### src/sv/llcr_pkg.sv
// Shared types, constants and codes of the least-loaded core rebalancer.
package llcr_pkg;

  localparam int N_BUCKETS_DEF = 128;
  localparam int CORES_DEF     = 4;
  localparam int SERVERS_DEF   = 4;

  localparam int OP_W     = 2;
  localparam int SERVER_W = 3;
  localparam int BUCKET_W = 7;
  localparam int CORE_W   = 2;
  localparam int LOAD_W   = 16;
  localparam int ALPHA_W  = 9;
  localparam int TSRV_W   = 2;
  localparam int MAP_W    = 2;
  localparam int SMOOTH_W = 32;
  localparam int LDRAM_W  = SMOOTH_W + LOAD_W;

  localparam int CMD_DEPTH = 2;
  localparam int RES_DEPTH = 2;

  localparam logic [ALPHA_W-1:0] ALPHA_RESET = 9'd128;
  localparam logic [ALPHA_W-1:0] ALPHA_FULL  = 9'd256;

  localparam logic signed [SMOOTH_W-1:0] LOAD_MAX = 32'sh7FFF_FFFF;
  localparam logic signed [SMOOTH_W-1:0] LOAD_MIN = 32'sh8000_0000;

  typedef enum logic [OP_W-1:0] {
    OP_WRITE_MAP   = 2'd0,
    OP_LOAD_REPORT = 2'd1,
    OP_REHASH      = 2'd2,
    OP_LOOKUP      = 2'd3
  } op_e;

  typedef enum logic [2:0] {
    ST_CLEAR,
    ST_IDLE,
    ST_LOOKUP,
    ST_LR_MUL,
    ST_LR_WR,
    ST_REHASH
  } st_e;

  typedef struct packed {
    op_e                 op;
    logic                known;
    logic [SERVER_W-1:0] server;
    logic [BUCKET_W-1:0] bucket;
    logic [CORE_W-1:0]   core;
    logic [LOAD_W-1:0]   load_value;
    logic [TSRV_W-1:0]   def_tsrv;
  } cmd_t;

  typedef struct packed {
    logic              status;
    logic [TSRV_W-1:0] table_server;
    logic [MAP_W-1:0]  mapped_core;
  } res_t;

endpackage

### src/sv/least_loaded_core_rebalancer.sv
// Top level of the least-loaded core rebalancer: front end, back end and result queue.
//
// Words enter through a two-entry command queue and results leave through a two-entry
// result queue, so either side may stall on its own. The back end carries out one command
// at a time: a map write, or a load report with an unknown server, is answered when it
// is taken; a lookup reads the server table and core map and then answers; a load report
// reads the load memory, multiplies, then blends and writes back; a rehash walks the
// table, reading the core map through its one read port once per server and bucket.
// After reset all SERVERS * CORES entries of the load memory are cleared in turn, with
// full held high; configuration writes are taken at all times and ready is always high.
module least_loaded_core_rebalancer #(
  parameter int N_BUCKETS = llcr_pkg::N_BUCKETS_DEF,
  parameter int CORES     = llcr_pkg::CORES_DEF,
  parameter int SERVERS   = llcr_pkg::SERVERS_DEF
) (
  input  logic                          clk_i,
  input  logic                          rst_ni,
  input  logic                          push,
  output logic                          full,
  input  logic [llcr_pkg::OP_W-1:0]     operation_i,
  input  logic [llcr_pkg::SERVER_W-1:0] server_i,
  input  logic [llcr_pkg::BUCKET_W-1:0] bucket_i,
  input  logic [llcr_pkg::CORE_W-1:0]   core_i,
  input  logic [llcr_pkg::LOAD_W-1:0]   load_value_i,
  output logic                          empty,
  input  logic                          pop,
  output logic                          status_o,
  output logic [llcr_pkg::TSRV_W-1:0]   table_server_o,
  output logic [llcr_pkg::MAP_W-1:0]    mapped_core_o,
  input  logic                          cfg_valid_i,
  output logic                          cfg_ready_o,
  input  logic [llcr_pkg::ALPHA_W-1:0]  cfg_data_i
);

  llcr_pkg::cmd_t cmd;
  llcr_pkg::res_t res_in, res_out;
  logic           cmd_valid, cmd_pop, res_full, res_push, clearing;
  logic [$bits(llcr_pkg::res_t)-1:0] res_word;

  assign cfg_ready_o = 1'b1;

  llcr_front #(
    .N_BUCKETS (N_BUCKETS),
    .CORES     (CORES),
    .SERVERS   (SERVERS)
  ) u_front (
    .clk_i        (clk_i),
    .rst_ni       (rst_ni),
    .push_i       (push),
    .operation_i  (operation_i),
    .server_i     (server_i),
    .bucket_i     (bucket_i),
    .core_i       (core_i),
    .load_value_i (load_value_i),
    .hold_i       (clearing),
    .full_o       (full),
    .cmd_o        (cmd),
    .cmd_valid_o  (cmd_valid),
    .cmd_pop_i    (cmd_pop)
  );

  llcr_back #(
    .N_BUCKETS (N_BUCKETS),
    .CORES     (CORES),
    .SERVERS   (SERVERS)
  ) u_back (
    .clk_i       (clk_i),
    .rst_ni      (rst_ni),
    .cfg_we_i    (cfg_valid_i && cfg_ready_o),
    .cfg_data_i  (cfg_data_i),
    .cmd_i       (cmd),
    .cmd_valid_i (cmd_valid),
    .cmd_pop_o   (cmd_pop),
    .res_full_i  (res_full),
    .res_push_o  (res_push),
    .res_o       (res_in),
    .clearing_o  (clearing)
  );

  llcr_fifo #(
    .WIDTH ($bits(llcr_pkg::res_t)),
    .DEPTH (llcr_pkg::RES_DEPTH)
  ) u_res_fifo (
    .clk_i   (clk_i),
    .rst_ni  (rst_ni),
    .push_i  (res_push),
    .data_i  (res_in),
    .full_o  (res_full),
    .pop_i   (pop),
    .empty_o (empty),
    .data_o  (res_word)
  );

  assign res_out        = llcr_pkg::res_t'(res_word);
  assign status_o       = res_out.status;
  assign table_server_o = res_out.table_server;
  assign mapped_core_o  = res_out.mapped_core;

endmodule

### src/sv/llcr_ram.sv
// Generic simple dual-port RAM with one write port and a registered read port.
module llcr_ram #(
  parameter int WIDTH = 8,
  parameter int DEPTH = 16
) (
  input  logic                                 clk_i,
  input  logic                                 we_i,
  input  logic [(DEPTH > 1 ? $clog2(DEPTH) : 1)-1:0] waddr_i,
  input  logic [WIDTH-1:0]                     wdata_i,
  input  logic                                 re_i,
  input  logic [(DEPTH > 1 ? $clog2(DEPTH) : 1)-1:0] raddr_i,
  output logic [WIDTH-1:0]                     rdata_o
);

  logic [WIDTH-1:0] mem_q [DEPTH];

  always_ff @(posedge clk_i) begin
    if (we_i) begin
      mem_q[waddr_i] <= wdata_i;
    end
    if (re_i) begin
      rdata_o <= mem_q[raddr_i];
    end
  end

endmodule

### src/sv/llcr_fifo.sv
// Small first-in first-out queue of words, used for commands and results.
module llcr_fifo #(
  parameter int WIDTH = 8,
  parameter int DEPTH = 2
) (
  input  logic             clk_i,
  input  logic             rst_ni,
  input  logic             push_i,
  input  logic [WIDTH-1:0] data_i,
  output logic             full_o,
  input  logic             pop_i,
  output logic             empty_o,
  output logic [WIDTH-1:0] data_o
);

  localparam int PW = (DEPTH > 1) ? $clog2(DEPTH) : 1;
  localparam int NW = $clog2(DEPTH + 1);

  logic [WIDTH-1:0] mem_q [DEPTH];
  logic [PW-1:0]    wptr_q, wptr_d, rptr_q, rptr_d;
  logic [NW-1:0]    cnt_q, cnt_d;
  logic             do_push, do_pop;

  assign full_o  = (cnt_q == NW'(DEPTH));
  assign empty_o = (cnt_q == '0);
  assign do_push = push_i && !full_o;
  assign do_pop  = pop_i && !empty_o;
  assign data_o  = mem_q[rptr_q];

  always_comb begin
    wptr_d = wptr_q;
    rptr_d = rptr_q;
    cnt_d  = cnt_q;
    if (do_push) begin
      wptr_d = (wptr_q == PW'(DEPTH - 1)) ? '0 : wptr_q + 1'b1;
    end
    if (do_pop) begin
      rptr_d = (rptr_q == PW'(DEPTH - 1)) ? '0 : rptr_q + 1'b1;
    end
    if (do_push && !do_pop) begin
      cnt_d = cnt_q + 1'b1;
    end else if (do_pop && !do_push) begin
      cnt_d = cnt_q - 1'b1;
    end
  end

  always_ff @(posedge clk_i or negedge rst_ni) begin
    if (!rst_ni) begin
      wptr_q <= '0;
      rptr_q <= '0;
      cnt_q  <= '0;
    end else begin
      wptr_q <= wptr_d;
      rptr_q <= rptr_d;
      cnt_q  <= cnt_d;
    end
  end

  always_ff @(posedge clk_i) begin
    if (do_push) begin
      mem_q[wptr_q] <= data_i;
    end
  end

endmodule

### src/sv/llcr_front.sv
// Front end: accepts input words, reduces their indexes and queues them as commands.
module llcr_front #(
  parameter int N_BUCKETS = llcr_pkg::N_BUCKETS_DEF,
  parameter int CORES     = llcr_pkg::CORES_DEF,
  parameter int SERVERS   = llcr_pkg::SERVERS_DEF
) (
  input  logic                          clk_i,
  input  logic                          rst_ni,
  input  logic                          push_i,
  input  logic [llcr_pkg::OP_W-1:0]     operation_i,
  input  logic [llcr_pkg::SERVER_W-1:0] server_i,
  input  logic [llcr_pkg::BUCKET_W-1:0] bucket_i,
  input  logic [llcr_pkg::CORE_W-1:0]   core_i,
  input  logic [llcr_pkg::LOAD_W-1:0]   load_value_i,
  input  logic                          hold_i,
  output logic                          full_o,
  output llcr_pkg::cmd_t                cmd_o,
  output logic                          cmd_valid_o,
  input  logic                          cmd_pop_i
);

  localparam int BUCKETS = 2 ** llcr_pkg::BUCKET_W;
  localparam int CORE_VALS = 2 ** llcr_pkg::CORE_W;

  llcr_pkg::cmd_t cmd_in;
  logic           q_full, q_empty;
  logic [$bits(llcr_pkg::cmd_t)-1:0] q_out;

  always_comb begin
    cmd_in            = '0;
    cmd_in.op         = llcr_pkg::op_e'(operation_i);
    cmd_in.known      = (32'(server_i) < SERVERS);
    cmd_in.server     = server_i;
    cmd_in.load_value = load_value_i;
    for (int i = 0; i < BUCKETS; i++) begin
      if (bucket_i == llcr_pkg::BUCKET_W'(i)) begin
        cmd_in.bucket   = llcr_pkg::BUCKET_W'(i % N_BUCKETS);
        cmd_in.def_tsrv = llcr_pkg::TSRV_W'((i % N_BUCKETS) % SERVERS);
      end
    end
    for (int j = 0; j < CORE_VALS; j++) begin
      if (core_i == llcr_pkg::CORE_W'(j)) begin
        cmd_in.core = llcr_pkg::CORE_W'(j % CORES);
      end
    end
  end

  llcr_fifo #(
    .WIDTH ($bits(llcr_pkg::cmd_t)),
    .DEPTH (llcr_pkg::CMD_DEPTH)
  ) u_cmd_fifo (
    .clk_i   (clk_i),
    .rst_ni  (rst_ni),
    .push_i  (push_i && !full_o),
    .data_i  (cmd_in),
    .full_o  (q_full),
    .pop_i   (cmd_pop_i),
    .empty_o (q_empty),
    .data_o  (q_out)
  );

  assign full_o      = q_full || hold_i;
  assign cmd_valid_o = !q_empty;
  assign cmd_o       = llcr_pkg::cmd_t'(q_out);

endmodule

### src/sv/llcr_back.sv
// Back end: sequencer that carries out commands on the map, load and table memories.
module llcr_back #(
  parameter int N_BUCKETS = llcr_pkg::N_BUCKETS_DEF,
  parameter int CORES     = llcr_pkg::CORES_DEF,
  parameter int SERVERS   = llcr_pkg::SERVERS_DEF
) (
  input  logic                         clk_i,
  input  logic                         rst_ni,
  input  logic                         cfg_we_i,
  input  logic [llcr_pkg::ALPHA_W-1:0] cfg_data_i,
  input  llcr_pkg::cmd_t               cmd_i,
  input  logic                         cmd_valid_i,
  output logic                         cmd_pop_o,
  input  logic                         res_full_i,
  output logic                         res_push_o,
  output llcr_pkg::res_t               res_o,
  output logic                         clearing_o
);

  localparam int MAP_DEPTH = SERVERS * N_BUCKETS;
  localparam int LD_DEPTH  = SERVERS * CORES;
  localparam int MW  = (MAP_DEPTH > 1) ? $clog2(MAP_DEPTH) : 1;
  localparam int LAW = (LD_DEPTH > 1) ? $clog2(LD_DEPTH) : 1;
  localparam int BW  = $clog2(N_BUCKETS);
  localparam int SW  = (SERVERS > 1) ? $clog2(SERVERS) : 1;
  localparam logic signed [43:0] SUM_MAX = 44'sd2147483647;
  localparam logic signed [43:0] SUM_MIN = -44'sd2147483648;

  llcr_pkg::st_e state_q, state_d;
  llcr_pkg::cmd_t cmd_q, cmd_d;
  logic [llcr_pkg::ALPHA_W-1:0] alpha_q, alpha_sat, alpha_inv;
  logic [LAW-1:0] clr_cnt_q, clr_cnt_d;
  logic [SW-1:0]  iss_s_q, iss_s_d, s1_q, s1_d, s2_q, s2_d, best_idx_q, best_idx_d;
  logic [BW-1:0]  iss_b_q, iss_b_d, b1_q, b1_d, b2_q, b2_d;
  logic           iss_done_q, iss_done_d, v1_q, v1_d, v2_q, v2_d;
  logic           rehashed_q, rehashed_d;
  logic signed [llcr_pkg::SMOOTH_W-1:0] best_load_q, best_load_d;
  logic signed [26:0] mul_ad_q, mul_ad_d;
  logic signed [41:0] mul_s_q, mul_s_d;

  logic signed [16:0] load_diff;
  logic signed [43:0] sum_w, quot_w;
  logic signed [llcr_pkg::SMOOTH_W-1:0] sat_w, cand_load, cur_best;
  logic [SW-1:0]  cur_idx;
  logic           take;

  logic                             map_we, map_re, tbl_we, tbl_re, ld_we, ld_re;
  logic [MW-1:0]                    map_waddr, map_raddr;
  logic [llcr_pkg::MAP_W-1:0]       map_wdata, map_rdata;
  logic [BW-1:0]                    tbl_waddr, tbl_raddr;
  logic [llcr_pkg::TSRV_W-1:0]      tbl_wdata, tbl_rdata;
  logic [LAW-1:0]                   ld_waddr, ld_raddr;
  logic [llcr_pkg::LDRAM_W-1:0]     ld_wdata, ld_rdata;

  assign alpha_sat  = (alpha_q > llcr_pkg::ALPHA_FULL) ? llcr_pkg::ALPHA_FULL : alpha_q;
  assign alpha_inv  = llcr_pkg::ALPHA_FULL - alpha_sat;
  assign load_diff  = $signed({1'b0, cmd_q.load_value}) - $signed({1'b0, ld_rdata[15:0]});
  assign sum_w      = 44'(mul_ad_q) + 44'(mul_s_q) + 44'sd128;
  assign quot_w     = sum_w >>> 8;
  assign sat_w      = (quot_w > SUM_MAX) ? llcr_pkg::LOAD_MAX :
                      (quot_w < SUM_MIN) ? llcr_pkg::LOAD_MIN : quot_w[31:0];
  assign cand_load  = $signed(ld_rdata[llcr_pkg::LDRAM_W-1:llcr_pkg::LOAD_W]);
  assign cur_best   = (s2_q == '0) ? llcr_pkg::LOAD_MAX : best_load_q;
  assign cur_idx    = (s2_q == '0) ? '0 : best_idx_q;
  assign take       = (cand_load < cur_best);
  assign clearing_o = (state_q == llcr_pkg::ST_CLEAR);

  always_comb begin
    state_d     = state_q;
    cmd_d       = cmd_q;
    clr_cnt_d   = clr_cnt_q;
    iss_s_d     = iss_s_q;
    iss_b_d     = iss_b_q;
    iss_done_d  = iss_done_q;
    v1_d        = 1'b0;
    s1_d        = iss_s_q;
    b1_d        = iss_b_q;
    v2_d        = 1'b0;
    s2_d        = s1_q;
    b2_d        = b1_q;
    best_load_d = best_load_q;
    best_idx_d  = best_idx_q;
    rehashed_d  = rehashed_q;
    mul_ad_d    = mul_ad_q;
    mul_s_d     = mul_s_q;
    cmd_pop_o   = 1'b0;
    res_push_o  = 1'b0;
    res_o       = '0;
    map_we      = 1'b0;
    map_waddr   = MW'(cmd_i.server) * MW'(N_BUCKETS) + MW'(cmd_i.bucket);
    map_wdata   = cmd_i.core;
    map_re      = 1'b0;
    map_raddr   = MW'(cmd_i.server) * MW'(N_BUCKETS) + MW'(cmd_i.bucket);
    tbl_we      = 1'b0;
    tbl_waddr   = b2_q;
    tbl_wdata   = llcr_pkg::TSRV_W'(take ? s2_q : cur_idx);
    tbl_re      = 1'b0;
    tbl_raddr   = BW'(cmd_i.bucket);
    ld_we       = 1'b0;
    ld_waddr    = LAW'(cmd_q.server) * LAW'(CORES) + LAW'(cmd_q.core);
    ld_wdata    = {sat_w, cmd_q.load_value};
    ld_re       = 1'b0;
    ld_raddr    = LAW'(cmd_i.server) * LAW'(CORES) + LAW'(cmd_i.core);
    case (state_q)
      llcr_pkg::ST_CLEAR: begin
        ld_we    = 1'b1;
        ld_waddr = clr_cnt_q;
        ld_wdata = '0;
        if (clr_cnt_q == LAW'(LD_DEPTH - 1)) begin
          state_d = llcr_pkg::ST_IDLE;
        end else begin
          clr_cnt_d = clr_cnt_q + 1'b1;
        end
      end
      llcr_pkg::ST_IDLE: begin
        if (cmd_valid_i && !res_full_i) begin
          cmd_pop_o = 1'b1;
          cmd_d     = cmd_i;
          case (cmd_i.op)
            llcr_pkg::OP_WRITE_MAP: begin
              map_we       = cmd_i.known;
              res_push_o   = 1'b1;
              res_o.status = !cmd_i.known;
            end
            llcr_pkg::OP_LOAD_REPORT: begin
              if (cmd_i.known) begin
                ld_re   = 1'b1;
                state_d = llcr_pkg::ST_LR_MUL;
              end else begin
                res_push_o   = 1'b1;
                res_o.status = 1'b1;
              end
            end
            llcr_pkg::OP_REHASH: begin
              iss_s_d    = '0;
              iss_b_d    = '0;
              iss_done_d = 1'b0;
              state_d    = llcr_pkg::ST_REHASH;
            end
            llcr_pkg::OP_LOOKUP: begin
              map_re  = cmd_i.known;
              tbl_re  = 1'b1;
              state_d = llcr_pkg::ST_LOOKUP;
            end
            default: begin
              state_d = llcr_pkg::ST_IDLE;
            end
          endcase
        end
      end
      llcr_pkg::ST_LOOKUP: begin
        res_push_o         = 1'b1;
        res_o.status       = !cmd_q.known;
        res_o.table_server = rehashed_q ? tbl_rdata : cmd_q.def_tsrv;
        res_o.mapped_core  = cmd_q.known ? map_rdata : '0;
        state_d            = llcr_pkg::ST_IDLE;
      end
      llcr_pkg::ST_LR_MUL: begin
        mul_ad_d = 27'($signed({1'b0, alpha_sat}) * load_diff);
        mul_s_d  = 42'($signed({1'b0, alpha_inv}) *
                       $signed(ld_rdata[llcr_pkg::LDRAM_W-1:llcr_pkg::LOAD_W]));
        state_d  = llcr_pkg::ST_LR_WR;
      end
      llcr_pkg::ST_LR_WR: begin
        ld_we      = 1'b1;
        res_push_o = 1'b1;
        state_d    = llcr_pkg::ST_IDLE;
      end
      llcr_pkg::ST_REHASH: begin
        if (!iss_done_q) begin
          map_re    = 1'b1;
          map_raddr = MW'(iss_s_q) * MW'(N_BUCKETS) + MW'(iss_b_q);
          v1_d      = 1'b1;
          if (iss_s_q == SW'(SERVERS - 1)) begin
            iss_s_d = '0;
            if (iss_b_q == BW'(N_BUCKETS - 1)) begin
              iss_done_d = 1'b1;
            end else begin
              iss_b_d = iss_b_q + 1'b1;
            end
          end else begin
            iss_s_d = iss_s_q + 1'b1;
          end
        end
        if (v1_q) begin
          ld_re    = 1'b1;
          ld_raddr = LAW'(s1_q) * LAW'(CORES) + LAW'(map_rdata);
          v2_d     = 1'b1;
        end
        if (v2_q) begin
          best_load_d = take ? cand_load : cur_best;
          best_idx_d  = take ? s2_q : cur_idx;
          tbl_we      = (s2_q == SW'(SERVERS - 1));
        end
        if (iss_done_q && !v1_q && !v2_q) begin
          res_push_o = 1'b1;
          rehashed_d = 1'b1;
          state_d    = llcr_pkg::ST_IDLE;
        end
      end
      default: begin
        state_d = llcr_pkg::ST_IDLE;
      end
    endcase
  end

  always_ff @(posedge clk_i or negedge rst_ni) begin
    if (!rst_ni) begin
      state_q <= llcr_pkg::ST_CLEAR;
    end else begin
      state_q <= state_d;
    end
  end

  always_ff @(posedge clk_i or negedge rst_ni) begin
    if (!rst_ni) begin
      alpha_q    <= llcr_pkg::ALPHA_RESET;
      clr_cnt_q  <= '0;
      iss_s_q    <= '0;
      iss_b_q    <= '0;
      iss_done_q <= 1'b1;
      v1_q       <= 1'b0;
      v2_q       <= 1'b0;
      rehashed_q <= 1'b0;
    end else begin
      if (cfg_we_i) begin
        alpha_q <= cfg_data_i;
      end
      clr_cnt_q  <= clr_cnt_d;
      iss_s_q    <= iss_s_d;
      iss_b_q    <= iss_b_d;
      iss_done_q <= iss_done_d;
      v1_q       <= v1_d;
      v2_q       <= v2_d;
      rehashed_q <= rehashed_d;
    end
  end

  always_ff @(posedge clk_i) begin
    cmd_q       <= cmd_d;
    s1_q        <= s1_d;
    b1_q        <= b1_d;
    s2_q        <= s2_d;
    b2_q        <= b2_d;
    best_load_q <= best_load_d;
    best_idx_q  <= best_idx_d;
    mul_ad_q    <= mul_ad_d;
    mul_s_q     <= mul_s_d;
  end

  llcr_ram #(
    .WIDTH (llcr_pkg::MAP_W),
    .DEPTH (MAP_DEPTH)
  ) u_core_map (
    .clk_i   (clk_i),
    .we_i    (map_we),
    .waddr_i (map_waddr),
    .wdata_i (map_wdata),
    .re_i    (map_re),
    .raddr_i (map_raddr),
    .rdata_o (map_rdata)
  );

  llcr_ram #(
    .WIDTH (llcr_pkg::TSRV_W),
    .DEPTH (N_BUCKETS)
  ) u_server_table (
    .clk_i   (clk_i),
    .we_i    (tbl_we),
    .waddr_i (tbl_waddr),
    .wdata_i (tbl_wdata),
    .re_i    (tbl_re),
    .raddr_i (tbl_raddr),
    .rdata_o (tbl_rdata)
  );

  llcr_ram #(
    .WIDTH (llcr_pkg::LDRAM_W),
    .DEPTH (LD_DEPTH)
  ) u_load (
    .clk_i   (clk_i),
    .we_i    (ld_we),
    .waddr_i (ld_waddr),
    .wdata_i (ld_wdata),
    .re_i    (ld_re),
    .raddr_i (ld_raddr),
    .rdata_o (ld_rdata)
  );

  a_res_room: assert property (@(posedge clk_i) disable iff (!rst_ni)
    res_push_o |-> !res_full_i)
    else $error("Result word pushed into a full result queue.");

  a_pipe_order: assert property (@(posedge clk_i) disable iff (!rst_ni)
    v2_q |-> $past(v1_q))
    else $error("Load stage of the rehash walk ran without a map read before it.");

  a_rehashed_sticky: assert property (@(posedge clk_i) disable iff (!rst_ni)
    rehashed_q |=> rehashed_q)
    else $error("Rehash flag cleared after the table was rebuilt.");

  a_lookup_entry: assert property (@(posedge clk_i) disable iff (!rst_ni)
    (state_q == llcr_pkg::ST_LOOKUP) |-> $past(cmd_pop_o))
    else $error("Lookup result stage entered without a command taken.");

endmodule

### config.mk
export PLATFORM = sky130hd
export DESIGN_NAME = least_loaded_core_rebalancer
export DESIGN_NICKNAME = d
export VERILOG_FILES = /design/src/sv/llcr_pkg.sv /design/src/sv/least_loaded_core_rebalancer.sv /design/src/sv/llcr_ram.sv /design/src/sv/llcr_fifo.sv /design/src/sv/llcr_front.sv /design/src/sv/llcr_back.sv
export SDC_FILE = /design/constraint.sdc
export NUM_CORES = 2
export LEC_CHECK = 0
export ABC_AREA = 1
export BUFFER_PORTS_ARGS = -buffer_cell sky130_fd_sc_hd__buf_2
export CAP_MARGIN = 20
export CELL_PAD_IN_SITES_DETAIL_PLACEMENT = 1
export CELL_PAD_IN_SITES_GLOBAL_PLACEMENT = 1
export CORE_ASPECT_RATIO = 1.2
export CORE_UTILIZATION = 42
export CTS_CLUSTER_DIAMETER = 60
export DETAILED_ROUTE_END_ITERATION = 7
export PLACE_DENSITY_LB_ADDON = 0.1
export SLEW_MARGIN = 25
export SYNTH_ARGS = -nofsm -noshare
export SYNTH_HDL_FRONTEND = slang
export SYNTH_SLANG_ARGS = --single-unit
### constraint.sdc
create_clock -name clk_i -period 14.8 [get_ports clk_i]
set_clock_uncertainty 0.2 [all_clocks]
set_input_delay 2.22 -clock clk_i [delete_from_list [all_inputs] [get_ports clk_i]]
set_output_delay 2.22 -clock clk_i [all_outputs]
set_load 0.02 [all_outputs]
### Word-level counts from Yosys, hierarchy flattened

Memories as Yosys holds them, arrays and structs flattened. A register that Yosys moved wholly into a read port is not among the register bits.
Index checks and enable logic that the tools add are counted.

* mux-type cells: 344
* add/sub/neg operators: 20
* bitwise operators: 1
* equality and inequality tests: 153
* multipliers: 2
* order comparisons: 5
* reduce and logical (&&, ||, !) cells: 44

Operator list (number)
* 7-bit two-way mux: 69
* 7-bit equality test (second input constant): 65
* 2-bit two-way mux: 142
* 7-bit by 6-bit equality test with 1-bit output (second input constant): 32
* 6-bit two-way mux: 32
* 32-bit two-way mux: 4
* 7-bit by 5-bit equality test with 1-bit output (second input constant): 16
* 5-bit two-way mux: 16
* 7-bit by 4-bit equality test with 1-bit output (second input constant): 8
* 4-bit two-way mux: 12
* 48-bit two-way mux: 1
* 1-bit two-way mux: 46
* 43-bit by 9-bit adder with 44-bit output (second input constant): 1
* 27-bit by 42-bit adder with 43-bit output: 1
* 10-bit by 32-bit multiplier with 42-bit output: 1
* 36-bit by 32-bit greater-than comparator with 1-bit output (second input constant): 1
* 36-bit by 32-bit < comparator with 1-bit output (second input constant): 1
* 32-bit < comparator: 1
* 7-bit by 3-bit equality test with 1-bit output (second input constant): 4
* 10-bit by 17-bit multiplier with 27-bit output: 1
* 9-bit two-way mux: 3
* 3-bit two-way mux: 8
* 9-bit by 7-bit adder with 9-bit output: 2
* 16-bit by 16-bit subtractor with 17-bit output: 1
* 40 further kinds: 101

* flip-flop bits (word level): 181
* bits of input ports: 44
* word-level logic and storage cells: 602
* output and inout bits: 8
* memories kept: 5
* bits in writable memories: 2124

Memories
* u_back.u_core_map.mem_q: words 512, width 2, read ports 1, clocked after memory_dff 1, write ports 1, line llcr_ram.sv:15 `logic [WIDTH-1:0] mem_q [DEPTH];`
* u_back.u_load.mem_q: words 16, width 48, read ports 1, clocked after memory_dff 1, write ports 1, line llcr_ram.sv:15
* u_back.u_server_table.mem_q: words 128, width 2, read ports 1, clocked after memory_dff 1, write ports 1, line llcr_ram.sv:15
* u_front.u_cmd_fifo.mem_q: words 2, width 33, read ports 1, clocked after memory_dff 0, write ports 1, line llcr_fifo.sv:19 `logic [WIDTH-1:0] mem_q [DEPTH];`
* u_res_fifo.mem_q: words 2, width 5, read ports 1, clocked after memory_dff 0, write ports 1, line llcr_fifo.sv:19

### Depth between registers and ports, before layout

* word-level depth: 128
* depth in mapped cells: 39
* gate-level depth less buffers: 37

### By module

Synthesis repeated with hierarchy kept, for this count alone.

* cell total of the unflattened synthesis: 12000
* area, all modules: 120538.1 µm²

Modules (own cells, without submodules)
* llcr_ram at u_back.u_core_map: times used 1, cells each 4013, seq. area each 30809.5 µm², area each 43879.6 µm²
* llcr_ram at u_back.u_load: times used 1, cells each 3165, seq. area each 24503.5 µm², area each 34469.3 µm²
* llcr_back: times used 1, cells each 3502, seq. area each 4872.2 µm², area each 27765.4 µm²
* llcr_ram at u_back.u_server_table: times used 1, cells each 1041, seq. area each 7747.4 µm², area each 11115.7 µm²
* llcr_fifo at u_front.u_cmd_fifo: times used 1, cells each 204, seq. area each 2082.0 µm², area each 2641.3 µm²
* llcr_fifo at u_res_fifo: times used 1, cells each 57, seq. area each 400.4 µm², area each 590.6 µm²
* llcr_front: times used 1, cells each 16, seq. area each 0.0 µm², area each 65.1 µm²
* least_loaded_core_rebalancer: times used 1, cells each 2, seq. area each 0.0 µm², area each 11.3 µm²

### Worst setup path before layout

Ideal clock, no wire load.

* path kind: register -> register
* from: reg u_front.u_cmd_fifo.rptr_q
* to: reg u_back.u_load.rdata_o[46], read port of u_back.u_load.mem_q, data pin
* clock period less this slack: 8.775 ns
* buffers on the path: 4
* slack: 6.025 ns
* required time: 14.331 ns
* library setup time: 0.269 ns
* data arrival time: 8.306 ns
* cell stages (with the launch flop): 13
* cells stage by stage: dfrtp_1 > buf_4 > inv_2 > buf_2 > nand2_1 > nand2_1 > nand2_1 > o21ai_2 > buf_2 > buf_1 > a21oi_1 > o311ai_1 > o21ai_0

RTL lines
* from (decl): line llcr_fifo.sv:20 `logic [PW-1:0] wptr_q, wptr_d, rptr_q, rptr_d;`
* from (signal assigned): line llcr_fifo.sv:54 `rptr_q <= rptr_d;`
* to (decl): line llcr_ram.sv:12 `output logic [WIDTH-1:0] rdata_o`

### Worst setup path after layout

* from: reg u_back.alpha_q[7] in the netlist's numbering
* to: reg u_back.mul_s_q[37], data pin

* word-level cells in the longest chain between the ends: 4

RTL lines
* from (decl): line llcr_back.sv:31 `logic [llcr_pkg::ALPHA_W-1:0] alpha_q, alpha_sat, alpha_inv;`
* from (signal assigned): line llcr_back.sv:217 `alpha_q <= llcr_pkg::ALPHA_RESET;`
* from (signal assigned): line llcr_back.sv:227 `alpha_q <= cfg_data_i;`
* 9-bit greater-than comparator: line llcr_back.sv:55 `assign alpha_sat = (alpha_q > llcr_pkg::ALPHA_FULL) ? llcr_pkg::ALPHA_FULL : alpha_q;`
* 9-bit two-way mux (*): line llcr_back.sv:55
* 9-bit subtractor (*): line llcr_back.sv:56 `assign alpha_inv = llcr_pkg::ALPHA_FULL - alpha_sat;`
* 10-bit by 32-bit multiplier with 42-bit output (*): line llcr_back.sv:160 `mul_s_d = 42'($signed({1'b0, alpha_inv}) *`
* to (signal assigned): line llcr_back.sv:248 `mul_s_q <= mul_s_d;`
* to (decl): line llcr_back.sv:39 `logic signed [41:0] mul_s_q, mul_s_d;`

Mark *: on every way between the ends. The rest lies on a longest branch, timed or not.
A chain may end at the register's enable or synchronous reset.

==> impl_metrics.toml <==
[run_status]
run_status = "complete, no violations"

[setup_path]
critical_path.startpoint_type = "flop"
type_of_the_worst_setup_path = "reg2reg"
slowest_delay_ps = 540
crit_path_max_fanout = 31
critical_path.n_buffers_inverters = 8
critical-path-slowest-cell = "fa_1"
cp_data_required_time_ps = 15210
critical_path.top_delay_family = "adder cells"
worstPathArrival_ps = 8590
critical_path.endpoint_type = "flop"
worst_path_most_repeated_cell = "nand2_1"

[routing]
totalWireLength_mm = 381
drt_drc_violations_left = 0
antenna_left = 0
initialDrtViolationCount = 5491
drt-pass1-iter-count = 7
avgViaCountPerCell = 5.60
vias = 82500
avgRoutedWirePerCell_um = 25.9

[yosys]
synth_ff_type = "edfxtp_1"
synth.most_common_cell = "edfxtp_1"
sequential_element_share_of_the_synthesized_area_pct = 59.9
synth.top_cell.area_share_pct = 58.8
main_combinational_cell_family_by_area_after_synthesis = "simple AND/OR/NAND/NOR gates"
synth.area.mux_share_pct = 0.0373
synth-compound-area-share_pct = 6.39
synthCells = 11000
yosys.cell_types.count = 67
synth_warnings = 0
synth.net_count = 11700
postSynthAreaPerCell_um2 = 10.7
synthXorXnorAreaFrac_pct = 0.851
synth_commonest_cells = "edfxtp_1 (2296), nand2_1 (1789), nor2_1 (1540)"
yosys-top-cells-area = "edfxtp_1 (59%), fa_1 (6.2%), nand2_1 (5.7%), nor2_1 (4.9%), nand3_1 (4.9%)"
netlist_area_um2 = 117000
ys_seq_elements = 2351
synth_largest_area_cell = "edfxtp_1"
async_flop_share_pct = 1.57
yosys.area_share.simple_pct = 17.6
synth_enable_flop_cells = 2296
synth_fa_ha_area_share_pct = 9.23

[grt]
overflow = 0
grt_pass1_wl_mm = 565
antenna_found_initial = 15
maximum_number_of_pins_on_one_net_before_global_route_repair = 204
grt.total_usage_pct = 26.8
number_of_global_route_vias_before_repair = 88600

[sta]
grt_setup_unrepaired = "no"
max-slew-margin-rel_pct = 13.6
min_period_ps = 8180
finalMaxSlewViolations = 0
max_freq_ghz = 0.122
finalHoldViolCount = 0
final_count_of_negative_setup_slack_endpoints = 0
tns_setup_ps = 0
worstMarginPinSlew_ps = 1290
post-route-period-util_pct = 55.3
worst_hold_slack_ps = 124

[floorplan]
horizontal_extent_of_the_die_um = 485
coreArea_um2 = 278000
design.die.area_um2 = 282000
boundaryPins = 52
row_count = 212
initial_core_util_pct = 42.2
die_outline_height_um = 581

[cts]
cts_setup_buffers = 0
cts_tree = "yes"
path_clk_slew_ps = 60
cts_resized = 0
number_of_buffers_inserted_by_hold_repair_at_cts = 0
root_buffer_selected_by_cts = "clkbuf_16"
ctsLongestPathBuffers = 4
insertion_delay_ps = 870
clock_sink_count = 2351
cts.htree.levels = 5
cts_made_buffers = 272

[finish]
flow.area_growth_from_synthesis_pct = 10.6
final_nets = 11500
final_layout_size_suffix_gt1_share_pct = 6.74

[placement]
io_buffers = 50
dp_hpwl_mm = 233
finalWeightedCongestion = 0.877

[flow_run]
max-cap-violations = 0

[worst_hold_path]
hold_class = "reg2reg"
==> state kept, by name, indices dropped and copies added, names as in the netlist, 3 cells and up <==
register,count
u_back.alpha_q,9
u_back.b1_q,7
u_back.mul_ad_q,27
u_back.b2_q,7
u_back.state_q,3
u_front.u_cmd_fifo.mem_q,60
u_back.clr_cnt_q,4
u_back.u_load.mem_q,768
u_back.b1_d,7
u_back.u_server_table.mem_q,256
u_res_fifo.mem_q,10
u_back.best_load_q,32
u_back.cmd_q,23
u_back.u_load.rdata_o,48
u_back.u_core_map.mem_q,1024
u_back.mul_s_q,42
==> worst register-to-register path: cells and delay by family (launching register included) <==
family          cells  cell delay [ps]
fa+ha+maj           6             2830
flops               1              530
compound gates      4             1200
buf+inv             8             1270
simple gates       16             1910
==> final timing paths <==
path	end	slack, ps	depth (start not counted)	from
max	u_back.mul_s_q[37]	6620	34	u_back.alpha_q[7]
max in group asynchronous	u_front.u_cmd_fifo.rptr_q	12500	2	rst_ni
min reg2reg	u_back.b2_q[4]	120	0	u_back.b1_q[4]
min in group asynchronous	u_back.alpha_q[3]	1280	2	rst_ni
max reg2reg	u_back.mul_s_q[37]	6620	34	u_back.alpha_q[7]
min	u_back.b2_q[4]	120	0	u_back.b1_q[4]
==> layout by cell type (no fill, tap or decap), types with 32 or more instances in the layout <==
cell type,netlist,layout
a21oi_1,211,186
a22oi_1,63,63
buf_2,249,51
buf_4,27,146
clkbuf_1,313,59
clkbuf_16,0,282
clkinv_1,2,61
clkinv_2,0,32
dfrtp_1,35,35
diode_2,0,46
edfxtp_1,2296,2296
fa_1,364,364
ha_1,283,283
inv_1,1139,1132
nand2_1,1789,1767
nand3_1,1154,1154
nand3b_1,199,199
nand4_1,38,38
nor2_1,1540,1504
nor3_1,33,33
o211ai_1,99,99
o21ai_0,580,576
o21ai_1,52,46
o221ai_1,102,102
o22ai_1,94,94
xnor2_1,43,43
xor2_1,71,70
==> per-stage QoR <==
step	utilization (%)	setup WS, ps	instances	instance area (um^2)
2_1_floorplan	-	6020	11000	117000
5_1_grt	46.7	6220	14700	130000
6_report	46.7	6620	14700	130000
4_1_cts	46.6	6630	14700	130000
3_5_place_dp	43.6	6650	14200	121000
3_3_place_gp	43.6	6840	14200	121000
==> kinds of logic after synthesis <==
family / count (synthesis)
DFF: 2351
adders and majority gates: 647
muxes: 3
other: 1
AOI/OAI and AO/OA: 1275
and+or+nand+nor: 4814
buffers and inverters: 1775
xor gates and xnor gates: 114
==> area by class of cell <==
type	count	area (um^2)
diodes	46	115
clock inverters	129	1020
repair buffers	212	1630
well taps	3638	4550
clock buffers	345	7330
fillers	29900	148000
inverters	1156	4380
multi-input cells	6854	40500
flip-flops and latches	2351	70200
==> routing by layer <==
| metal | GRT usage (%) | part of all wire [%] | vias up |
|---|---|---|---|
| met2 | 48.0 | 51 | 1765 |
| met3 | 2.96 | 4.2 | 581 |
| met4 | 9.60 | 3.7 | 4 |
| li1 | - | - | 37200 |
| met5 | 0 | 0.0071 | - |
| met1 | 33.2 | 41 | 42900 |
Power is left out: the tool's default activity adds up to more than one toggle a clock period on the data nets, which glitch-free logic cannot reach.
